==> config.mk <==
export PLATFORM = sky130hd
export DESIGN_NAME = radio_timeslot_negotiator
export DESIGN_NICKNAME = d
export VERILOG_FILES = /design/src/hdl/rtn_pkg.sv /design/src/hdl/rtn_core.sv /design/src/hdl/rtn_dline.sv /design/src/hdl/radio_timeslot_negotiator.sv
export SDC_FILE = /design/constraint.sdc
export NUM_CORES = 2
export LEC_CHECK = 0
export BUFFER_PORTS_ARGS = -buffer_cell sky130_fd_sc_hd__clkbuf_2
export CORE_UTILIZATION = 51
export CTS_BUF_LIST = sky130_fd_sc_hd__clkbuf_4 sky130_fd_sc_hd__clkbuf_8 sky130_fd_sc_hd__clkbuf_16
export CTS_CLUSTER_DIAMETER = 50
export DETAILED_ROUTE_END_ITERATION = 8
export GPL_TIMING_DRIVEN = 0
export PLACE_DENSITY = 0.64
export SETUP_SLACK_MARGIN = 0.5
export SLEW_MARGIN = 10
export SYNTH_ARGS = -nofsm -noshare
export SYNTH_HDL_FRONTEND = slang
export SYNTH_SLANG_ARGS = --single-unit
==> constraint.sdc <==
create_clock -name i_clk -period 56 [get_ports i_clk]
set_input_delay 0 -clock i_clk [delete_from_list [all_inputs] [get_ports i_clk]]
set_output_delay 0 -clock i_clk [all_outputs]
set_load 0.005 [all_outputs]
==> src/hdl/rtn_pkg.sv <==
// rtn_pkg: shared widths, event and action codes, config layout and result record
// for the radio timeslot negotiator; no dependencies
`default_nettype none

package rtn_pkg;

    // field widths
    localparam int RTC_IN_W   = 24;
    localparam int RTC_BITS   = 24;
    localparam int TIME_BITS  = 32;
    localparam int OUT_TIME_W = 32;
    localparam int LEN_W      = 24;
    localparam int PPM_W      = 9;
    localparam int MODE_W     = 4;
    localparam int ACT_W      = 3;
    localparam int FWD_W      = 2;
    localparam int CFG_IDX_W  = 3;
    localparam int CFG_DATA_W = 24;
    localparam int COUNT_W    = 32;

    localparam logic [LEN_W-1:0] LEN_MAX = '1;

    // rtc ticks to microseconds: 1000000 / 32768 = 15625 / 512
    localparam int RTC_MUL_W = 14;
    localparam logic [RTC_MUL_W-1:0] RTC_MUL = RTC_MUL_W'(15625);
    localparam int RTC_SHIFT = 9;
    localparam int RTC_PROD_W = RTC_BITS + RTC_MUL_W;

    // drift margin: len * ppm / 1000000 = ((len * ppm) >> 6) / 15625
    localparam int PROD_W    = LEN_W + PPM_W;
    localparam int PRE_SHIFT = 6;
    localparam int Y_W       = PROD_W - PRE_SHIFT;
    localparam longint unsigned PPM_DIV = 64'd15625;
    localparam int DIV_SHIFT = 40;
    localparam longint unsigned DIV_RECIP_VAL = (64'd1 << DIV_SHIFT) / PPM_DIV;
    localparam int RECIP_W = $clog2(DIV_RECIP_VAL + 1);
    localparam logic [RECIP_W-1:0] DIV_RECIP = RECIP_W'(DIV_RECIP_VAL);
    localparam int Q_W = $clog2((64'd1 << PROD_W) / 64'd1000000 + 1);

    typedef enum logic [MODE_W-1:0] {
        MODE_START     = 4'd0,
        MODE_RADIO     = 4'd1,
        MODE_TIMER     = 4'd2,
        MODE_EXT_OK    = 4'd3,
        MODE_EXT_FAIL  = 4'd4,
        MODE_END_TIMER = 4'd5,
        MODE_IDLE      = 4'd6,
        MODE_BLOCKED   = 4'd7,
        MODE_CANCELLED = 4'd8,
        MODE_STOP      = 4'd9,
        MODE_RESTART   = 4'd10,
        MODE_RESUME    = 4'd11
    } t_mode;

    typedef enum logic [ACT_W-1:0] {
        ACT_NONE    = 3'd0,
        ACT_END     = 3'd1,
        ACT_RENEW   = 3'd2,
        ACT_EXTEND  = 3'd3,
        ACT_REQUEST = 3'd4
    } t_action;

    typedef enum logic [FWD_W-1:0] {
        FWD_NONE  = 2'd0,
        FWD_RADIO = 2'd1,
        FWD_TIMER = 2'd2
    } t_fwd;

    typedef enum logic [1:0] {
        FC_NONE    = 2'd0,
        FC_STOP    = 2'd1,
        FC_RESTART = 2'd2
    } t_forced;

    // config register indexes
    localparam logic [CFG_IDX_W-1:0] CFG_PPM       = 3'd0;
    localparam logic [CFG_IDX_W-1:0] CFG_MARGIN    = 3'd1;
    localparam logic [CFG_IDX_W-1:0] CFG_BASE      = 3'd2;
    localparam logic [CFG_IDX_W-1:0] CFG_STEP      = 3'd3;
    localparam logic [CFG_IDX_W-1:0] CFG_EMERGENCY = 3'd4;
    localparam logic [CFG_IDX_W-1:0] CFG_MAX_TOTAL = 3'd5;
    localparam logic [CFG_IDX_W-1:0] CFG_MAX_FIRST = 3'd6;
    localparam logic [CFG_IDX_W-1:0] CFG_MIN_RETRY = 3'd7;

    typedef struct packed {
        logic [PPM_W-1:0] ppm;
        logic [LEN_W-1:0] margin;
        logic [LEN_W-1:0] base;
        logic [LEN_W-1:0] step;
        logic [LEN_W-1:0] emergency;
        logic [LEN_W-1:0] max_total;
        logic [LEN_W-1:0] max_first;
        logic [LEN_W-1:0] min_retry;
    } t_cfg;

    localparam t_cfg CFG_RESET = '{
        ppm:       PPM_W'(250),
        margin:    LEN_W'(1000),
        base:      LEN_W'(10000),
        step:      LEN_W'(10000),
        emergency: LEN_W'(6000),
        max_total: LEN_W'(10000000),
        max_first: LEN_W'(10000),
        min_retry: LEN_W'(1000)
    };

    // one event's outcome, deadline still to be worked out
    typedef struct packed {
        t_action              action;
        logic [LEN_W-1:0]     ext;
        logic [LEN_W-1:0]     req;
        logic                 armed;
        logic [LEN_W-1:0]     dlen;
        logic [TIME_BITS-1:0] start;
        logic [LEN_W-1:0]     slot_len;
        logic                 in_slot;
        logic                 ended;
        t_fwd                 fwd;
        logic                 status;
    } t_result;

endpackage

`default_nettype wire

==> src/hdl/rtn_core.sv <==
// rtn_core: slot state registers and the per-event decision logic
// depends on rtn_pkg
`default_nettype none

module rtn_core (
    input  logic                       i_clk,
    input  logic                       i_rst_n,
    input  rtn_pkg::t_cfg              i_cfg,
    input  logic                       i_en,
    input  logic [rtn_pkg::MODE_W-1:0] i_mode,
    input  logic [rtn_pkg::RTC_IN_W-1:0] i_rtc,
    output rtn_pkg::t_result           o_result
);
    import rtn_pkg::*;

    logic [TIME_BITS-1:0]  r_start,   n_start;
    logic [LEN_W-1:0]      r_len,     n_len;
    logic [LEN_W-1:0]      r_step,    n_step;
    logic [LEN_W-1:0]      r_pend,    n_pend;
    logic [RTC_BITS-1:0]   r_last,    n_last;
    logic [COUNT_W-1:0]    r_count,   n_count;
    logic                  r_inp,     n_inp;
    logic                  r_endf,    n_endf;
    t_forced               r_forced,  n_forced;

    logic [RTC_BITS-1:0]   rtc_s;
    logic [RTC_BITS-1:0]   rtc_ref;
    logic [RTC_BITS-1:0]   delta;
    logic [RTC_PROD_W-1:0] rtc_prod;
    logic [LEN_W:0]        len_sum;
    logic [LEN_W-1:0]      len_sat;
    logic [LEN_W-1:0]      half_step;
    logic [LEN_W-1:0]      ext_limit;
    t_result               res;

    // clamp a requested extension so the slot stays within the total limit
    function automatic logic [LEN_W-1:0] clamp_ext(input logic [LEN_W-1:0] len,
                                                   input logic [LEN_W-1:0] extra,
                                                   input logic [LEN_W-1:0] max_total);
        logic [LEN_W:0] sum;
        sum = {1'b0, len} + {1'b0, extra};
        if (sum > {1'b0, max_total}) begin
            return (max_total > len) ? max_total - len : '0;
        end
        return extra;
    endfunction

    assign rtc_s     = RTC_BITS'(i_rtc);
    assign rtc_ref   = (r_count == '0) ? rtc_s : r_last;
    assign delta     = rtc_s - rtc_ref;
    assign rtc_prod  = RTC_PROD_W'(delta) * RTC_PROD_W'(RTC_MUL);
    assign len_sum   = {1'b0, r_len} + {1'b0, r_pend};
    assign len_sat   = len_sum[LEN_W] ? LEN_MAX : len_sum[LEN_W-1:0];
    assign half_step = r_step >> 1;
    assign ext_limit = (r_count == COUNT_W'(1)) ? i_cfg.max_first : i_cfg.max_total;

    always_comb begin
        n_start  = r_start;
        n_len    = r_len;
        n_step   = r_step;
        n_pend   = r_pend;
        n_last   = r_last;
        n_count  = r_count;
        n_inp    = r_inp;
        n_endf   = r_endf;
        n_forced = r_forced;

        res        = '0;
        res.action = ACT_NONE;
        res.fwd    = FWD_NONE;
        res.dlen   = r_len;

        if (i_mode inside {[MODE_START:MODE_EXT_FAIL]}) begin
            if (r_forced == FC_STOP) begin
                res.action = ACT_END;
                n_count    = '0;
                n_inp      = 1'b0;
                n_endf     = 1'b0;
                res.ended  = 1'b1;
            end else if (r_forced == FC_RESTART) begin
                res.action = ACT_RENEW;
                res.req    = i_cfg.base;
                n_len      = i_cfg.base;
                n_inp      = 1'b0;
                n_endf     = 1'b0;
                res.ended  = 1'b1;
                n_forced   = FC_NONE;
            end else begin
                case (i_mode)
                    MODE_START: begin
                        n_inp      = 1'b1;
                        n_endf     = 1'b0;
                        n_start    = r_start + TIME_BITS'(rtc_prod >> RTC_SHIFT);
                        n_last     = rtc_s;
                        n_step     = i_cfg.step;
                        res.armed  = 1'b1;
                        res.dlen   = r_len;
                        res.action = ACT_EXTEND;
                        res.ext    = clamp_ext(r_len, i_cfg.step, i_cfg.max_total);
                        n_count    = (r_count == '1) ? COUNT_W'(1) : r_count + COUNT_W'(1);
                    end
                    MODE_RADIO: begin
                        res.fwd = FWD_RADIO;
                    end
                    MODE_TIMER: begin
                        res.fwd = FWD_TIMER;
                    end
                    MODE_EXT_OK: begin
                        // granted extension is used up
                        n_len     = len_sat;
                        n_pend    = '0;
                        res.armed = 1'b1;
                        res.dlen  = len_sat;
                        if (({1'b0, len_sat} + {1'b0, r_step}) < {1'b0, ext_limit}) begin
                            res.action = ACT_EXTEND;
                            res.ext    = clamp_ext(len_sat, r_step, i_cfg.max_total);
                        end
                    end
                    default: begin
                        // extension refused
                        n_step = half_step;
                        if (half_step > i_cfg.min_retry) begin
                            res.action = ACT_EXTEND;
                            res.ext    = clamp_ext(r_len, half_step, i_cfg.max_total);
                        end
                    end
                endcase

                if (n_endf) begin
                    res.action = ACT_RENEW;
                    res.req    = i_cfg.base;
                    n_len      = i_cfg.base;
                    n_inp      = 1'b0;
                    n_endf     = 1'b0;
                    res.ended  = 1'b1;
                end else if (res.action == ACT_EXTEND) begin
                    n_pend = res.ext;
                end else begin
                    n_pend = '0;
                end
            end
        end else begin
            case (i_mode)
                MODE_END_TIMER: begin
                    n_endf = 1'b1;
                end
                MODE_IDLE: begin
                    if (r_forced != FC_STOP) begin
                        res.action = ACT_REQUEST;
                        res.req    = i_cfg.base;
                        n_len      = i_cfg.base;
                    end
                end
                MODE_BLOCKED: begin
                    res.action = ACT_REQUEST;
                    res.req    = i_cfg.emergency;
                    n_len      = i_cfg.emergency;
                end
                MODE_CANCELLED: begin
                    res.action = ACT_REQUEST;
                    res.req    = i_cfg.base;
                    n_len      = i_cfg.base;
                end
                MODE_STOP: begin
                    n_forced = FC_STOP;
                end
                MODE_RESTART: begin
                    n_forced = FC_RESTART;
                end
                MODE_RESUME: begin
                    n_forced = FC_NONE;
                    if (r_inp) begin
                        res.status = 1'b1;
                    end else begin
                        res.action = ACT_REQUEST;
                        res.req    = i_cfg.base;
                        n_len      = i_cfg.base;
                    end
                end
                default: begin
                end
            endcase
        end

        res.start    = n_start;
        res.slot_len = n_len;
        res.in_slot  = n_inp;
    end

    assign o_result = res;

    always_ff @(posedge i_clk) begin
        if (!i_rst_n) begin
            r_start  <= '0;
            r_len    <= '0;
            r_step   <= LEN_W'(10000);
            r_pend   <= '0;
            r_last   <= '0;
            r_count  <= '0;
            r_inp    <= 1'b0;
            r_endf   <= 1'b0;
            r_forced <= FC_NONE;
        end else if (i_en) begin
            r_start  <= n_start;
            r_len    <= n_len;
            r_step   <= n_step;
            r_pend   <= n_pend;
            r_last   <= n_last;
            r_count  <= n_count;
            r_inp    <= n_inp;
            r_endf   <= n_endf;
            r_forced <= n_forced;
        end
    end

endmodule

`default_nettype wire

==> src/hdl/rtn_dline.sv <==
// rtn_dline: pipelined drift margin and end deadline (start + len - len*ppm/1e6 - margin)
// depends on rtn_pkg
`default_nettype none

module rtn_dline (
    input  logic                          i_clk,
    input  logic                          i_en,
    input  logic [rtn_pkg::TIME_BITS-1:0] i_start,
    input  logic [rtn_pkg::LEN_W-1:0]     i_len,
    input  logic [rtn_pkg::PPM_W-1:0]     i_ppm,
    input  logic [rtn_pkg::LEN_W-1:0]     i_margin,
    output logic [rtn_pkg::TIME_BITS-1:0] o_deadline
);
    import rtn_pkg::*;

    localparam int RQ_W = Y_W + RECIP_W;

    logic [PROD_W-1:0]    r_prod;
    logic [TIME_BITS-1:0] r_base2;
    logic [Y_W-1:0]       r_y;
    logic [Q_W-1:0]       r_q0;
    logic [TIME_BITS-1:0] r_base3;

    logic [Y_W-1:0]       y;
    logic [RQ_W-1:0]      recip_prod;
    logic [Y_W-1:0]       rem;
    logic [Q_W-1:0]       q;
    logic [LEN_W:0]       drift;

    // reciprocal estimate is exact or one low, fixed up below
    assign y          = r_prod[PROD_W-1:PRE_SHIFT];
    assign recip_prod = RQ_W'(y) * RQ_W'(DIV_RECIP);

    always_ff @(posedge i_clk) begin
        if (i_en) begin
            r_prod  <= PROD_W'(i_len) * PROD_W'(i_ppm);
            r_base2 <= i_start + TIME_BITS'(i_len);
            r_y     <= y;
            r_q0    <= recip_prod[DIV_SHIFT +: Q_W];
            r_base3 <= r_base2;
        end
    end

    assign rem        = r_y - Y_W'(Y_W'(r_q0) * Y_W'(PPM_DIV));
    assign q          = (rem >= Y_W'(PPM_DIV)) ? r_q0 + Q_W'(1) : r_q0;
    assign drift      = (LEN_W + 1)'(q) + {1'b0, i_margin};
    assign o_deadline = r_base3 - TIME_BITS'(drift);

endmodule

`default_nettype wire

==> src/hdl/radio_timeslot_negotiator.sv <==
// radio_timeslot_negotiator: top level, config registers, input register and result pipeline
// depends on rtn_pkg, rtn_core, rtn_dline
//
// usage
//   scheduler events come in on the input channel (i_valid / o_ready) as one word each:
//   i_mode and, for slot start, the sampled rtc count. every event gives exactly one
//   result word on the output channel (o_valid / i_ready): action, requested lengths,
//   slot start and length, and the drift-adjusted end deadline when the timer is armed.
//   config registers are written through i_cfg_we / i_cfg_idx / i_cfg_data, one per
//   cycle, while no event is in flight.
// pipeline and throughput
//   a word leaves the input register through r_s1, r_s2, r_s3 and the output register;
//   the slot state updates in a single pass as the word leaves the input register;
//   the deadline then needs three more stages (length times ppm, reciprocal divide
//   by 1e6, fixup and subtract). one event per cycle is sustained while i_ready is high.
// reset
//   synchronous active-low: config goes to its defaults, slot state clears, the step
//   returns to 10000 us and the pipeline empties.
// stall
//   when the receiver holds i_ready low with a result waiting, the whole pipeline
//   freezes; the input register still takes one more word if it is empty, then
//   o_ready drops until results drain.
`default_nettype none

module radio_timeslot_negotiator (
    input  logic                            i_clk,
    input  logic                            i_rst_n,
    input  logic                            i_valid,
    output logic                            o_ready,
    input  logic [rtn_pkg::MODE_W-1:0]      i_mode,
    input  logic [rtn_pkg::RTC_IN_W-1:0]    i_rtc_counter,
    input  logic                            i_cfg_we,
    input  logic [rtn_pkg::CFG_IDX_W-1:0]   i_cfg_idx,
    input  logic [rtn_pkg::CFG_DATA_W-1:0]  i_cfg_data,
    output logic                            o_valid,
    input  logic                            i_ready,
    output logic [rtn_pkg::ACT_W-1:0]       o_action,
    output logic [rtn_pkg::LEN_W-1:0]       o_extend_len_us,
    output logic [rtn_pkg::LEN_W-1:0]       o_request_len_us,
    output logic                            o_timer_armed,
    output logic [rtn_pkg::OUT_TIME_W-1:0]  o_end_deadline_us,
    output logic [rtn_pkg::OUT_TIME_W-1:0]  o_start_time_us,
    output logic [rtn_pkg::LEN_W-1:0]       o_slot_len_us,
    output logic                            o_in_slot,
    output logic                            o_slot_ended,
    output logic [rtn_pkg::FWD_W-1:0]       o_forward,
    output logic                            o_status
);
    import rtn_pkg::*;

    t_cfg                  r_cfg;

    // input register
    logic                  r_in_valid;
    logic [MODE_W-1:0]     r_in_mode;
    logic [RTC_IN_W-1:0]   r_in_rtc;

    // result pipeline
    logic                  r_v1, r_v2, r_v3, r_out_valid;
    t_result               r_s1, r_s2, r_s3, r_out;
    logic [OUT_TIME_W-1:0] r_out_dead;

    logic                  adv;
    t_result               core_res;
    logic [TIME_BITS-1:0]  deadline;

    // everything moves together unless a result is stuck at the output
    assign adv     = !r_out_valid || i_ready;
    assign o_ready = adv || !r_in_valid;

    always_ff @(posedge i_clk) begin
        if (!i_rst_n) begin
            r_cfg <= CFG_RESET;
        end else if (i_cfg_we) begin
            case (i_cfg_idx)
                CFG_PPM:       r_cfg.ppm       <= i_cfg_data[PPM_W-1:0];
                CFG_MARGIN:    r_cfg.margin    <= i_cfg_data[LEN_W-1:0];
                CFG_BASE:      r_cfg.base      <= i_cfg_data[LEN_W-1:0];
                CFG_STEP:      r_cfg.step      <= i_cfg_data[LEN_W-1:0];
                CFG_EMERGENCY: r_cfg.emergency <= i_cfg_data[LEN_W-1:0];
                CFG_MAX_TOTAL: r_cfg.max_total <= i_cfg_data[LEN_W-1:0];
                CFG_MAX_FIRST: r_cfg.max_first <= i_cfg_data[LEN_W-1:0];
                CFG_MIN_RETRY: r_cfg.min_retry <= i_cfg_data[LEN_W-1:0];
                default: begin
                end
            endcase
        end
    end

    always_ff @(posedge i_clk) begin
        if (!i_rst_n) begin
            r_in_valid <= 1'b0;
        end else if (o_ready) begin
            r_in_valid <= i_valid;
        end
    end

    always_ff @(posedge i_clk) begin
        if (o_ready && i_valid) begin
            r_in_mode <= i_mode;
            r_in_rtc  <= i_rtc_counter;
        end
    end

    // slot state steps exactly once per word, as it leaves the input register
    rtn_core u_core (
        .i_clk    (i_clk),
        .i_rst_n  (i_rst_n),
        .i_cfg    (r_cfg),
        .i_en     (adv && r_in_valid),
        .i_mode   (r_in_mode),
        .i_rtc    (r_in_rtc),
        .o_result (core_res)
    );

    // deadline stages line up with r_s2 and r_s3
    rtn_dline u_dline (
        .i_clk      (i_clk),
        .i_en       (adv),
        .i_start    (r_s1.start),
        .i_len      (r_s1.dlen),
        .i_ppm      (r_cfg.ppm),
        .i_margin   (r_cfg.margin),
        .o_deadline (deadline)
    );

    always_ff @(posedge i_clk) begin
        if (!i_rst_n) begin
            r_v1        <= 1'b0;
            r_v2        <= 1'b0;
            r_v3        <= 1'b0;
            r_out_valid <= 1'b0;
        end else if (adv) begin
            r_v1        <= r_in_valid;
            r_v2        <= r_v1;
            r_v3        <= r_v2;
            r_out_valid <= r_v3;
        end
    end

    always_ff @(posedge i_clk) begin
        if (adv) begin
            r_s1       <= core_res;
            r_s2       <= r_s1;
            r_s3       <= r_s2;
            r_out      <= r_s3;
            // deadline reads as zero unless this event armed the timer
            r_out_dead <= r_s3.armed ? deadline[OUT_TIME_W-1:0] : '0;
        end
    end

    assign o_valid           = r_out_valid;
    assign o_action          = r_out.action;
    assign o_extend_len_us   = r_out.ext;
    assign o_request_len_us  = r_out.req;
    assign o_timer_armed     = r_out.armed;
    assign o_end_deadline_us = r_out_dead;
    assign o_start_time_us   = r_out.start[OUT_TIME_W-1:0];
    assign o_slot_len_us     = r_out.slot_len;
    assign o_in_slot         = r_out.in_slot;
    assign o_slot_ended      = r_out.ended;
    assign o_forward         = r_out.fwd;
    assign o_status          = r_out.status;

endmodule

`default_nettype wire

==> flow_summary.yaml <==
clock_tree:
  cts_tree: "done"
  cts_root_buffer: "clkbuf_16"
  cts_setup_buffers: 0
  clk_pin_slew_worst_paths_ns: 0.07
  postCtsHoldBufs: 99
  numCtsBuffers: 121
  cts_max_level: 3
  cts.repair.resized: 0
  cts_sinks: 1014
  clk_latency_ns: 0.81
  clockBufferDepth: 3
layout:
  layout_common_cells: "1,145 x inv_1, 962 x nand2_1, 926 x ha_1, 668 x edfxtp_1, 618 x fa_1"
  fillers: 13200
  multi_input_area_sq_um: 46400
  syn2layout_area_growth_pct: 11.8
  nets: 9876
  final_common_cell: "inv_1"
  drive_gt1_share_pct: 6.39
  ff_latch_area_sq_um: 27000
route:
  viasPerCell: 5.70
  drt-total-wl_mm: 246
  drcViolationCount: 0
  drt_pass1_iterations: 6
  wl_met3_mm: 20.3
  drt_iter0_drc: 5393
  topRoutingLayerUsed: "met5"
  vias: 59400
  drtAntennaViolNets: 0
  wl_met1_mm: 108
  wire_per_inst_microns: 23.6
  met2WireLength_mm: 108
yosys:
  synth_seq_cells: 1014
  synth_area_per_cell_sq_um: 10.0
  yosys_warnings: 0
  synth-xor-area-share_pct: 4.12
  seq_area_frac_synth_pct: 34.3
  yosys_most_used_dff: "edfxtp_1"
  syn_area_sq_um: 78600
  synthArstFlopShare_pct: 0
  synth.mux.area_fraction_pct: 1.21
  synth-adder-area-share_pct: 30.6
  syn_nets: 9453
  synth-compound-area-share_pct: 11.5
  synth_top_family_by_area: "adder cells"
  synth_simple_gate_area_share_pct: 11.7
  synth_edf_count: 668
  yosysUniqueCellTypes: 99
  synthCells: 7849
timing:
  worstMarginPinSlew_ns: 1.42
  period_share_pct: 23.5
  fin_skew_ns: 0.113
  finalSetupTns_ns: 0
  period_minus_slack_ns: 13.15
  setup_violations: 0
  maxSlewHeadroom_pct: 4.83
  final_max_slew_viol_count: 0
  clock.fmax_mhz: 76.1
  rsz0062_at_grt: "false"
  timing_hold_violations_final: 0
critical_path:
  critPathKind: "register to register"
  startpoint_type: "register"
  worstPathRequired_ns: 56.68
  path_max_fanout: 10
  cp-end-kind: "register"
  slowest_delay_ns: 0.74
  cp.arrival_ns: 13.82
  crit_slowest_cell: "xor2_1"
hold_path:
  hold_path_class: "input port to register"
global_route:
  grt_max_degree: 126
  grt_remaining_overflow: 0
  grtUsageTotal_pct: 31.5
  grt_pass1_vias: 58400
  grt_pass1_wl_mm: 365
  antenna_found_initial: 22
placement:
  gp_congestion: 1.03
  hpwl_mm: 197
  portBuffers: 195
die:
  die_height_microns: 395
  core_area_sq_um: 152000
  core.rowCount: 143
  die-width_microns: 395
  initial_core_util_pct: 51.6
  die_area_sq_um: 156000
  io_pins: 207
run:
  drv_cap: 0
outcome:
  status: "completed"
## synthesized netlist by cell type (17+ instances only)
master	instances	share of area, %
inv_1	1146	5.5
nand2_1	962	4.6
ha_1	926	15
edfxtp_1	668	26
fa_1	618	16
a21oi_1	515	3.3
nor2_1	395	1.9
dfxtp_1	346	8.8
xnor2_1	236	2.6
o21ai_0	212	1.3
clkbuf_1	188	0.90
a21o_1	154	1.5
nand3_1	145	0.92
xor2_1	134	1.5
and2_1	106	0.84
mux2i_1	87	1.1
nor3_1	85	0.54
o21a_1	72	0.69
nor2b_1	66	0.53
nand2b_1	62	0.49
nand4_1	55	0.44
o211ai_1	54	0.52
a211oi_1	48	0.46
and3_1	40	0.32
a31oi_1	37	0.29
o21bai_1	29	0.28
o31ai_1	27	0.26
o21ai_1	23	0.15
a22oi_1	22	0.21
nor4_1	22	0.18
or3_1	22	0.18
a22o_1	19	0.21
a311oi_1	19	0.21
o22ai_1	19	0.15
or2_2	19	0.15
buf_2	17	0.11
## worst paths after layout
path | start | end | slack, ns | cells after the start
worst max-delay path | u_core.r_count[4] | u_core.r_start[31] | 42.85 | 49
worst max register to register | u_core.r_count[4] | u_core.r_start[31] | 42.85 | 49
worst min-delay path | i_valid | r_in_mode[1] | 0.21 | 3
worst min register to register | r_s3[49] | o_start_time_us[20] | 0.38 | 0
## critical path, delay by kind of cell (launching register included)
| kind | cells | cell delay, ns |
|---|---|---|
| and+or+nand+nor | 12 | 2.71 |
| DFF | 1 | 0.34 |
| AOI/OAI and AO/OA | 20 | 4.64 |
| adders and majority gates | 10 | 3.83 |
| buffers and inverters | 5 | 0.61 |
| xor gates and xnor gates | 2 | 0.91 |
## per-stage QoR
stage	utilization (%)	area, sq um	cells	hold WS [ns]	setup slack [ns]
finish	57.6	87900	10400	0.207	42.85
global route	57.6	87800	10400	0.220	41.80
CTS	57.6	87800	10400	0.136	42.73
detailed placement	54.0	82300	10100	0.179	42.81
global placement	53.9	82100	10100	0.177	27.70
floorplan	-	78600	7849	0.0989	38.34
## state kept, by name (all words and copies together), names as in the netlist, 24 cells and up
name / flops
r_cfg: 177
o_extend_len_us: 24
u_dline.r_base3: 32
u_core.r_count: 32
u_core.r_start: 32
u_dline.r_prod: 27
r_in_rtc: 24
o_start_time_us: 32
u_core.r_last: 24
o_end_deadline_us: 32
r_s3: 113
u_dline.r_base2: 32
u_core.r_step: 24
r_s2: 113
o_slot_len_us: 24
u_core.r_pend: 24
u_dline.r_y: 27
r_s1: 137
u_core.r_len: 24
o_request_len_us: 24
## logic make-up (layout without fill, tap and decap cells)
kind of cell | count (synthesis) | after routing
AND/OR/NAND/NOR | 2035 | 2035
adder cells (fa/ha/maj) | 1550 | 1550
AO/OA/AOI/OAI | 1409 | 1409
buffers and inverters | 1377 | 1907
flip-flops | 1014 | 1014
XOR/XNOR | 370 | 370
multiplexers | 94 | 94
other | 0 | 11
## cell type report
type	count	area share, %
Antenna cell	11	0.0313
Buffer	230	1.05
Clock buffer	154	3.83
Clock inverter	76	1.32
Inverter	1147	4.91
Multi-Input combinational cell	5458	52.8
Sequential cell	1014	30.7
Tap cell	2030	2.89
Timing Repair Buffer	300	2.42
## per-layer routing
metal  vias to the layer above  GRT usage [%]
met5                         -              0
met4                         4           11.8
met3                       436           5.78
met2                      2176           48.5
met1                     29300           44.2
li1                      27500              -
Power is left out: the tool's default activity adds up to more than one toggle a clock period on the data nets, which glitch-free logic cannot reach.
